--- src/design/gix_pkg.sv ---
`timescale 1ns / 1ps
// ----------------------------------------------------------------------------
// gix_pkg
// Widths, types, codes and small helpers for the Gilbert index mapper.
// ----------------------------------------------------------------------------
package gix_pkg;

  localparam int COORD_BITS    = 16;
  localparam int INDEX_BITS    = 32;
  localparam int DEPTH_BITS    = 8;
  localparam int CFG_IDX_BITS  = 2;
  localparam int CFG_DATA_BITS = (COORD_BITS > DEPTH_BITS) ? COORD_BITS : DEPTH_BITS;
  localparam int VEC_BITS      = COORD_BITS + 2;
  localparam int PROD_BITS     = 2 * COORD_BITS;
  localparam int WIDE_BITS     = ((PROD_BITS > INDEX_BITS) ? PROD_BITS : INDEX_BITS) + 1;
  localparam int LEVEL_BITS    = DEPTH_BITS + 1;

  typedef logic        [COORD_BITS-1:0] coord_t;
  typedef logic        [INDEX_BITS-1:0] index_t;
  typedef logic signed [VEC_BITS-1:0]   vec_t;
  typedef logic        [PROD_BITS-1:0]  prod_t;
  typedef logic        [WIDE_BITS-1:0]  wide_t;
  typedef logic        [DEPTH_BITS-1:0] depth_t;
  typedef logic        [LEVEL_BITS-1:0] level_t;

  typedef enum logic [1:0] {
    ST_OK    = 2'd0,
    ST_RANGE = 2'd1,
    ST_DEPTH = 2'd2
  } status_t;

  localparam logic [CFG_IDX_BITS-1:0] REG_AREA_WIDTH  = CFG_IDX_BITS'(0);
  localparam logic [CFG_IDX_BITS-1:0] REG_AREA_HEIGHT = CFG_IDX_BITS'(1);
  localparam logic [CFG_IDX_BITS-1:0] REG_DEPTH_LIMIT = CFG_IDX_BITS'(2);

  localparam coord_t RESET_SIDE  = COORD_BITS'(256);
  localparam depth_t RESET_DEPTH = DEPTH_BITS'(255);

  // Magnitude of an axis vector component, cut to a side length.
  function automatic coord_t vec_mag(input vec_t v);
    vec_t a;
    a = v[VEC_BITS-1] ? -v : v;
    return a[COORD_BITS-1:0];
  endfunction

  // Unit step along a vector: -1, 0 or +1.
  function automatic vec_t vec_sign(input vec_t v);
    vec_t s;
    if (v[VEC_BITS-1]) begin
      s = '1;
    end else if (v != '0) begin
      s = VEC_BITS'(1);
    end else begin
      s = '0;
    end
    return s;
  endfunction

  // Move a magnitude along the direction of a unit step.
  function automatic vec_t step_by(input vec_t s, input vec_t m);
    vec_t r;
    if (s[VEC_BITS-1]) begin
      r = -m;
    end else if (s != '0) begin
      r = m;
    end else begin
      r = '0;
    end
    return r;
  endfunction

  function automatic vec_t to_vec(input coord_t c);
    return $signed({{(VEC_BITS-COORD_BITS){1'b0}}, c});
  endfunction

endpackage

--- src/design/gix_index_if.sv ---
`timescale 1ns / 1ps
// ----------------------------------------------------------------------------
// gix_index_if
// Valid/ready channel carrying one curve index.
// ----------------------------------------------------------------------------
interface gix_index_if;
  import gix_pkg::*;

  logic   valid;
  logic   ready;
  index_t curve_index;

  modport source (output valid, output curve_index, input ready);
  modport sink   (input valid, input curve_index, output ready);
endinterface

--- src/design/gix_coord_if.sv ---
`timescale 1ns / 1ps
// ----------------------------------------------------------------------------
// gix_coord_if
// Valid/ready channel carrying one cell coordinate and its status.
// ----------------------------------------------------------------------------
interface gix_coord_if;
  import gix_pkg::*;

  logic    valid;
  logic    ready;
  coord_t  coord_x;
  coord_t  coord_y;
  status_t status;

  modport source (output valid, output coord_x, output coord_y, output status, input ready);
  modport sink   (input valid, input coord_x, input coord_y, input status, output ready);
endinterface

--- src/design/gilbert_index_to_xy.sv ---
`timescale 1ns / 1ps
// ----------------------------------------------------------------------------
// gilbert_index_to_xy
// Curve index to (x, y) along the generalised Hilbert (Gilbert) curve.
// ----------------------------------------------------------------------------
//
//  Channel  | Direction | Payload                          | Transfer when
//  ---------+-----------+----------------------------------+-----------------
//  req      | in        | curve_index                      | valid && ready
//  rsp      | out       | coord_x, coord_y, status         | valid && ready
//  cfg      | in        | cfg_index, cfg_data              | cfg_we
//
//  Steps: take the index; per level check the depth and multiply the area, test,
//  multiply the first part's cell count (and the second's on a three-way level)
//  and descend; the last level ends after the test; then hand over the result.
//  The single shared 16x16 multiplier, used up to three times per level,
//  sets the pace.
//  Reset (rst, synchronous) returns the sequencer to idle, empties the result
//  register and loads width 256, height 256, depth limit 255.
//  A stalled result sits in the output register; a new index is still taken.
//
module gilbert_index_to_xy (
  input  logic                               clk,
  input  logic                               rst,
  input  logic                               cfg_we,
  input  logic [gix_pkg::CFG_IDX_BITS-1:0]   cfg_index,
  input  logic [gix_pkg::CFG_DATA_BITS-1:0]  cfg_data,
  gix_index_if.sink                          req,
  gix_coord_if.source                        rsp
);
  import gix_pkg::*;

  // Sequencer states, one-hot.
  typedef enum logic [6:0] {
    S_IDLE   = 7'b0000001,  // wait for an index
    S_AREA   = 7'b0000010,  // depth check, multiply w * h
    S_TEST   = 7'b0000100,  // range check, leaf cases, halve the vectors
    S_FIRST  = 7'b0001000,  // multiply the first part's cell count
    S_SECOND = 7'b0010000,  // multiply the second part's cell count
    S_MOVE   = 7'b0100000,  // pick the part, descend one level
    S_DONE   = 7'b1000000   // hand the result to the output register
  } state_t;

  state_t  state;

  // Configuration registers.
  coord_t  area_width;
  coord_t  area_height;
  depth_t  depth_limit;

  // Walk registers: index left, axis vectors, position, level.
  index_t  d;
  vec_t    ax, ay, bx, by;
  vec_t    px, py;
  vec_t    ax2, ay2, bx2, by2;
  coord_t  w, h;
  coord_t  op_a, op_b;
  prod_t   prod;
  prod_t   first;
  level_t  level;
  logic    split2;
  status_t res_st;

  // Output register.
  logic    out_valid;
  coord_t  out_x, out_y;
  status_t out_st;

  // Unit steps along the current vectors.
  vec_t    dax, day, dbx, dby;
  // Floor halves and their adjusted forms.
  vec_t    hax, hay, hbx, hby;
  vec_t    ax2a, ay2a, bx2a, by2a;
  coord_t  w2, h2, w2a, h2a;
  logic    two_way;
  logic [COORD_BITS+1:0] w_x2, h_x3;

  // Shared multiplier.
  coord_t  mul_a, mul_b;
  prod_t   mul_out;

  wide_t   d_wide, sum12;
  vec_t    d_vec;
  logic    take, load_out, in_area;

  assign take     = req.valid && req.ready;
  assign load_out = (state == S_DONE) && (!out_valid || rsp.ready);

  assign req.ready   = (state == S_IDLE);
  assign rsp.valid   = out_valid;
  assign rsp.coord_x = out_x;
  assign rsp.coord_y = out_y;
  assign rsp.status  = out_st;

  always_comb begin
    dax = vec_sign(ax);
    day = vec_sign(ay);
    dbx = vec_sign(bx);
    dby = vec_sign(by);

    hax = ax >>> 1;
    hay = ay >>> 1;
    hbx = bx >>> 1;
    hby = by >>> 1;
    w2  = vec_mag(hax + hay);
    h2  = vec_mag(hbx + hby);

    // Split in two when 2w > 3h.
    w_x2    = {1'b0, w, 1'b0};
    h_x3    = {2'b00, h} + {1'b0, h, 1'b0};
    two_way = (w_x2 > h_x3);

    // Make an odd half even by one unit step when the side exceeds two.
    ax2a = hax;
    ay2a = hay;
    if (w2[0] && (w > COORD_BITS'(2))) begin
      ax2a = hax + dax;
      ay2a = hay + day;
    end
    bx2a = hbx;
    by2a = hby;
    if (h2[0] && (h > COORD_BITS'(2))) begin
      bx2a = hbx + dbx;
      by2a = hby + dby;
    end
    w2a = vec_mag(ax2a + ay2a);
    h2a = vec_mag(bx2a + by2a);

    case (state)
      S_AREA: begin
        mul_a = vec_mag(ax + ay);
        mul_b = vec_mag(bx + by);
      end
      S_FIRST: begin
        mul_a = op_a;
        mul_b = op_b;
      end
      default: begin
        mul_a = w;
        mul_b = vec_mag((bx - bx2) + (by - by2));
      end
    endcase
    mul_out = prod_t'(mul_a) * prod_t'(mul_b);

    d_wide = wide_t'(d);
    sum12  = wide_t'(first) + wide_t'(prod);
    d_vec  = $signed({{(VEC_BITS-COORD_BITS){1'b0}}, d[COORD_BITS-1:0]});

    // Final cell must lie inside the rectangle.
    in_area = !px[VEC_BITS-1] && !py[VEC_BITS-1]
              && ($unsigned(px) < {{(VEC_BITS-COORD_BITS){1'b0}}, area_width})
              && ($unsigned(py) < {{(VEC_BITS-COORD_BITS){1'b0}}, area_height});
  end

  // Configuration writes; unknown indexes drop.
  always_ff @(posedge clk) begin
    if (rst) begin
      area_width  <= RESET_SIDE;
      area_height <= RESET_SIDE;
      depth_limit <= RESET_DEPTH;
    end else if (cfg_we) begin
      case (cfg_index)
        REG_AREA_WIDTH:  area_width  <= cfg_data[COORD_BITS-1:0];
        REG_AREA_HEIGHT: area_height <= cfg_data[COORD_BITS-1:0];
        REG_DEPTH_LIMIT: depth_limit <= cfg_data[DEPTH_BITS-1:0];
        default: ;
      endcase
    end
  end

  // Output register: load from the sequencer, drop on a transfer.
  always_ff @(posedge clk) begin
    if (rst) begin
      out_valid <= 1'b0;
    end else if (load_out) begin
      out_valid <= 1'b1;
    end else if (rsp.ready) begin
      out_valid <= 1'b0;
    end
  end

  always_ff @(posedge clk) begin
    if (load_out) begin
      if ((res_st == ST_OK) && in_area) begin
        out_x  <= px[COORD_BITS-1:0];
        out_y  <= py[COORD_BITS-1:0];
        out_st <= ST_OK;
      end else begin
        out_x  <= '0;
        out_y  <= '0;
        out_st <= (res_st == ST_OK) ? ST_RANGE : res_st;
      end
    end
  end

  // Sequencer and walk datapath.
  always_ff @(posedge clk) begin
    if (rst) begin
      state <= S_IDLE;
    end else begin
      case (state)
        S_IDLE: begin
          if (take) begin
            d     <= req.curve_index;
            px    <= '0;
            py    <= '0;
            level <= '0;
            // Major axis along the longer side; x wins a tie.
            if (area_width >= area_height) begin
              ax <= to_vec(area_width);
              ay <= '0;
              bx <= '0;
              by <= to_vec(area_height);
            end else begin
              ax <= '0;
              ay <= to_vec(area_height);
              bx <= to_vec(area_width);
              by <= '0;
            end
            state <= S_AREA;
          end
        end

        S_AREA: begin
          if (level > {1'b0, depth_limit}) begin
            res_st <= ST_DEPTH;
            state  <= S_DONE;
          end else begin
            w     <= vec_mag(ax + ay);
            h     <= vec_mag(bx + by);
            prod  <= mul_out;
            state <= S_TEST;
          end
        end

        S_TEST: begin
          if ((w == '0) || (h == '0) || (d_wide >= wide_t'(prod))) begin
            res_st <= ST_RANGE;
            state  <= S_DONE;
          end else if (h == COORD_BITS'(1)) begin
            // One cell high: straight run along a.
            px     <= px + step_by(dax, d_vec);
            py     <= py + step_by(day, d_vec);
            res_st <= ST_OK;
            state  <= S_DONE;
          end else if (w == COORD_BITS'(1)) begin
            // One cell wide: straight run along b.
            px     <= px + step_by(dbx, d_vec);
            py     <= py + step_by(dby, d_vec);
            res_st <= ST_OK;
            state  <= S_DONE;
          end else if ((w2 == '0) || (h2 == '0)) begin
            res_st <= ST_RANGE;
            state  <= S_DONE;
          end else begin
            split2 <= two_way;
            if (two_way) begin
              ax2  <= ax2a;
              ay2  <= ay2a;
              bx2  <= hbx;
              by2  <= hby;
              op_a <= w2a;
              op_b <= h;
            end else begin
              ax2  <= hax;
              ay2  <= hay;
              bx2  <= bx2a;
              by2  <= by2a;
              op_a <= h2a;
              op_b <= w2;
            end
            state <= S_FIRST;
          end
        end

        S_FIRST: begin
          first <= mul_out;
          state <= split2 ? S_MOVE : S_SECOND;
        end

        S_SECOND: begin
          prod  <= mul_out;
          state <= S_MOVE;
        end

        S_MOVE: begin
          level <= level + LEVEL_BITS'(1);
          if (split2) begin
            if (first == '0) begin
              res_st <= ST_RANGE;
              state  <= S_DONE;
            end else begin
              state <= S_AREA;
              if (d_wide < wide_t'(first)) begin
                ax <= ax2;
                ay <= ay2;
              end else begin
                px <= px + ax2;
                py <= py + ay2;
                ax <= ax - ax2;
                ay <= ay - ay2;
                d  <= INDEX_BITS'(d_wide - wide_t'(first));
              end
            end
          end else begin
            if ((first == '0) || (prod == '0)) begin
              res_st <= ST_RANGE;
              state  <= S_DONE;
            end else begin
              state <= S_AREA;
              if (d_wide < wide_t'(first)) begin
                ax <= bx2;
                ay <= by2;
                bx <= ax2;
                by <= ay2;
              end else if (d_wide < sum12) begin
                px <= px + bx2;
                py <= py + by2;
                bx <= bx - bx2;
                by <= by - by2;
                d  <= INDEX_BITS'(d_wide - wide_t'(first));
              end else begin
                // Third part runs back along the far side.
                px <= px + (ax - dax) + (bx2 - dbx);
                py <= py + (ay - day) + (by2 - dby);
                ax <= -bx2;
                ay <= -by2;
                bx <= ax2 - ax;
                by <= ay2 - ay;
                d  <= INDEX_BITS'(d_wide - sum12);
              end
            end
          end
        end

        S_DONE: begin
          if (load_out) begin
            state <= S_IDLE;
          end
        end

        default: begin
          state <= S_IDLE;
        end
      endcase
    end
  end

endmodule

--- src/flat_wrapper.sv ---
// flat-port wrapper written by rule: the top's interface ports become plain ports
module gilbert_index_to_xy_flat import gix_pkg::*;
  (clk, rst, cfg_we, cfg_index, cfg_data, req_valid, req_curve_index, req_ready, rsp_valid, rsp_coord_x, rsp_coord_y, rsp_status, rsp_ready);
  gix_index_if req_i ();
  gix_coord_if rsp_i ();
  input  logic clk;
  input  logic rst;
  input  logic cfg_we;
  input  logic [gix_pkg::CFG_IDX_BITS-1:0] cfg_index;
  input  logic [gix_pkg::CFG_DATA_BITS-1:0] cfg_data;
  input wire logic [$bits(req_i.valid)-1:0] req_valid;
  input wire logic [$bits(req_i.curve_index)-1:0] req_curve_index;
  output wire logic [$bits(req_i.ready)-1:0] req_ready;
  output wire logic [$bits(rsp_i.valid)-1:0] rsp_valid;
  output wire logic [$bits(rsp_i.coord_x)-1:0] rsp_coord_x;
  output wire logic [$bits(rsp_i.coord_y)-1:0] rsp_coord_y;
  output wire logic [$bits(rsp_i.status)-1:0] rsp_status;
  input wire logic [$bits(rsp_i.ready)-1:0] rsp_ready;
  assign req_i.valid = req_valid;
  assign req_i.curve_index = req_curve_index;
  assign req_ready = req_i.ready;
  assign rsp_valid = rsp_i.valid;
  assign rsp_coord_x = rsp_i.coord_x;
  assign rsp_coord_y = rsp_i.coord_y;
  assign rsp_status = rsp_i.status;
  assign rsp_i.ready = rsp_ready;
  gilbert_index_to_xy u_core (.clk(clk), .rst(rst), .cfg_we(cfg_we), .cfg_index(cfg_index), .cfg_data(cfg_data), .req(req_i), .rsp(rsp_i));
endmodule
--- config.mk ---
export PLATFORM = sky130hd
export DESIGN_NAME = gilbert_index_to_xy_flat
export DESIGN_NICKNAME = d
export VERILOG_FILES = /design/src/design/gix_pkg.sv /design/src/design/gix_index_if.sv /design/src/design/gix_coord_if.sv /design/src/design/gilbert_index_to_xy.sv /design/src/flat_wrapper.sv
export SDC_FILE = /design/constraint.sdc
export NUM_CORES = 2
export LEC_CHECK = 0
export BUFFER_PORTS_ARGS = -buffer_cell sky130_fd_sc_hd__buf_2
export CAP_MARGIN = 20
export CORE_UTILIZATION = 40
export DETAILED_ROUTE_END_ITERATION = 6
export PLACE_DENSITY_LB_ADDON = 0.2
export RECOVER_POWER = 25
export REMOVE_ABC_BUFFERS = 1
export SETUP_SLACK_MARGIN = 0.3
export SLEW_MARGIN = 10
export SYNTH_ARGS = -nofsm -noshare
export SYNTH_HDL_FRONTEND = slang
export SYNTH_SLANG_ARGS = --single-unit
--- constraint.sdc ---
create_clock -name clk -period 12.5 [get_ports clk]
set_input_delay 1.875 -clock clk [delete_from_list [all_inputs] [get_ports clk]]
set_output_delay 1.875 -clock clk [all_outputs]
set_load 0.005 [all_outputs]
==> results.sh <==
export IMPL_status="finished with violations"
export IMPL_violations="DRC, capacitance limit, slew limit"
export IMPL_synth_area_sq_mm=0.0607
export IMPL_finalWorstPathRequiredPeriod_ns=11.58
export IMPL_wl_met1_um=102000
export IMPL_place_inst=8992
export IMPL_grt_util_all_layers=0.314
export IMPL_cp_max_fo=12
export IMPL_max_cap_viol_count=13
export IMPL_cts_made_buffers=56
export IMPL_synth_main_ff_cell="edfxtp_1"
export IMPL_reg2reg_setup_slack_ns=0.92
export IMPL_worst_pin_slew_ns=3.72
export IMPL_cts_setup_buffers=0
export IMPL_dp_hpwl_um=198000
export IMPL_cts_resized=0
export IMPL_finalNetCount=8150
export IMPL_die_width_um=392
export IMPL_synth_async_reset_ratio=0
export IMPL_critPathCaptureType="register"
export IMPL_highest_layer="met5"
export IMPL_die_area_sq_mm=0.153
export IMPL_finalWeightedCongestion=1.03
export IMPL_finalSetupTns_ns=0
export IMPL_ctsHoldBuffers=0
export IMPL_rr_startpoint="u_core.bx2[1]"
export IMPL_layout_drive_gt1_share=0.0643
export IMPL_clk_latency_ns=0.70
export IMPL_worstPathArrival_ns=12.00
export IMPL_routed_wl_met3_um=19900
export IMPL_overflow=0
export IMPL_netlist_instances=7035
export IMPL_num_vias=55869
export IMPL_yosysWarnings=0
export IMPL_crit_path_end="u_core.first[28]"
export IMPL_die_h_um=392
export IMPL_stdcell_count=9105
export IMPL_avgSynthCellArea_sq_um=8.63
export IMPL_reg2reg_to="u_core.first[28]"
export IMPL_grt_setup_unrepaired="no"
export IMPL_antenna_found_initial=12
export IMPL_grt_pass1_vias=53179
export IMPL_crit_type="reg2reg"
export IMPL_synth_edff_count=386
export IMPL_slowest_stage="fa_1"
export IMPL_wl_met2_um=109000
export IMPL_clk_pin_slew_ns=0.06
export IMPL_cts_htree_levels=2
export IMPL_worstRegToRegCells=38
export IMPL_cts_tree="built"
export IMPL_clock_path_buffers=3
export IMPL_startpoint="u_core.bx2[1]"
export IMPL_drt_total_wl_um=246000
export IMPL_multiInputGateArea_sq_mm=0.0447
export IMPL_core_sq_mm=0.150
export IMPL_drc_errors=2
export IMPL_slew_viol_final=448
export IMPL_required_ns=12.92
export IMPL_clkSinkCount=434
export IMPL_grt_start_max_net_pins=67
export IMPL_drt_iter0_drc=6503
export IMPL_grt_pass1_wl_um=357000
export IMPL_port_buffers=90
export IMPL_hold_path_class="reg2reg"
export IMPL_vias_per_cell=6.14
export IMPL_hold_viol=0
export IMPL_clock_skew_ns=0.0632
export IMPL_fmax_mhz=86.4
export IMPL_min_delay_start="u_core.area_height[10]"
export IMPL_setup_viol=0
export IMPL_initial_core_util=0.404
export IMPL_ant_nets=0
export IMPL_slew_headroom=-1.48
export IMPL_final_seq_area_sq_mm=0.0126
export IMPL_rows=142
export IMPL_cp_common_cell="fa_1"
export IMPL_final_area_sq_mm=0.0656
export IMPL_fillers=14992
export IMPL_ys_seq_area_frac=0.207
export IMPL_drtPass1Iterations=7
export IMPL_synth_ff_latch_count=434
export IMPL_ios=91
export IMPL_syn2layout_area_growth_pct=8.11
export IMPL_ys_types=104
export IMPL_final_core_util=0.437
export IMPL_wire_per_inst_um=27.1
export IMPL_cts_root_buf="clkbuf_16"
export IMPL_dpl_instance_area_sq_mm=0.0638
export IMPL_startpoint_type="register"
export IMPL_cp_slowest_stage_delay_ns=0.57
export IMPL_fin_crit_sh=0.926
worst min-delay path by stage:
stage	to	slack, ns	depth (start not counted)
after global routing	u_core.area_height[13]	0.48	2
after detailed placement	u_core.area_height[13]	0.45	2
final	u_core.area_height[10]	0.46	2
after floorplan	u_core.area_height[10]	0.43	2
after global placement	u_core.area_height[10]	0.45	2
after CTS	u_core.area_height[13]	0.46	2
worst max-delay path, delay by kind of cell (launching register included):
family	cells	cell delay, ns
AND/OR/NAND/NOR	4	0.91
AO/OA/AOI/OAI	19	4.91
flip-flops	1	0.48
buffers and inverters	4	0.50
adder cells (fa/ha/maj)	9	4.01
XOR/XNOR	2	0.45
cell type report:
type / count / area share
sequential: 434 / 0.191
inverter: 680 / 0.0389
clock buffer: 76 / 0.0245
timing repair buffer: 223 / 0.0213
multi-input combinational: 5644 / 0.680
antenna: 2 / 0.0000762
tap: 2016 / 0.0384
clock inverter: 30 / 0.00541
metrics by stage:
| step | hold slack [ns] | worst slack, ns |
|---|---|---|
| after floorplan | 0.430 | -0.684 |
| after detailed placement | 0.454 | 1.13 |
| final | 0.462 | 0.921 |
| after global routing | 0.478 | 0.355 |
| after CTS | 0.463 | 1.10 |
| after global placement | 0.446 | 1.23 |
metal layers:
metal / vias to the layer above / track usage
met5: - / 0
met4: 10 / 0.173
met3: 620 / 0.0475
met2: 2636 / 0.496
met1: 27158 / 0.411
li1: 25445 / -
logic make-up after synthesis:
kind of cell	share of synthesized area
AOI/OAI and AO/OA	0.234
xor gates and xnor gates	0.0851
adders and majority gates	0.258
buffers and inverters	0.0601
DFF	0.207
muxes	0.0222
and+or+nand+nor	0.134
synth_stat cells (118+ instances only):
cell | number | area share
o21ai_0 | 387 | 0.032
nor2_1 | 439 | 0.027
a21o_1 | 230 | 0.028
nor3_1 | 152 | 0.013
clkbuf_1 | 217 | 0.013
nand3_1 | 119 | 0.0098
nand2_1 | 485 | 0.030
edfxtp_1 | 386 | 0.19
inv_1 | 676 | 0.042
a21oi_1 | 632 | 0.052
xor2_1 | 185 | 0.027
ha_1 | 733 | 0.15
xnor2_1 | 392 | 0.057
a22oi_1 | 118 | 0.015
fa_1 | 323 | 0.11
flip-flops by register name, indices dropped and copies added (netlist names), 18 cells and up:
signal,count
u_core.first,32
u_core.px,18
u_core.ax,18
u_core.py,18
u_core.by2,18
u_core.by,18
u_core.ax2,18
u_core.bx,18
u_core.prod,32
u_core.ay2,18
u_core.bx2,18
u_core.ay,18
u_core.d,32
layout by cell type, fill, tap and decap left out, types with 70 or more instances in the layout:
| cell | instances |
|---|---|
| a22oi_1 | 118 |
| xnor2_1 | 392 |
| and3_1 | 74 |
| nor3_1 | 150 |
| inv_1 | 676 |
| a21o_1 | 230 |
| buf_2 | 70 |
| mux2_2 | 71 |
| a21oi_1 | 631 |
| xor2_1 | 185 |
| o21ai_0 | 387 |
| nand3_1 | 119 |
| nand2_1 | 483 |
| edfxtp_1 | 386 |
| fa_1 | 323 |
| o21bai_1 | 92 |
| buf_4 | 117 |
| nor2_1 | 435 |
| ha_1 | 732 |
Power is not shown: default switching activity piles up to over one toggle a cycle in this logic, so the estimate is an artifact.
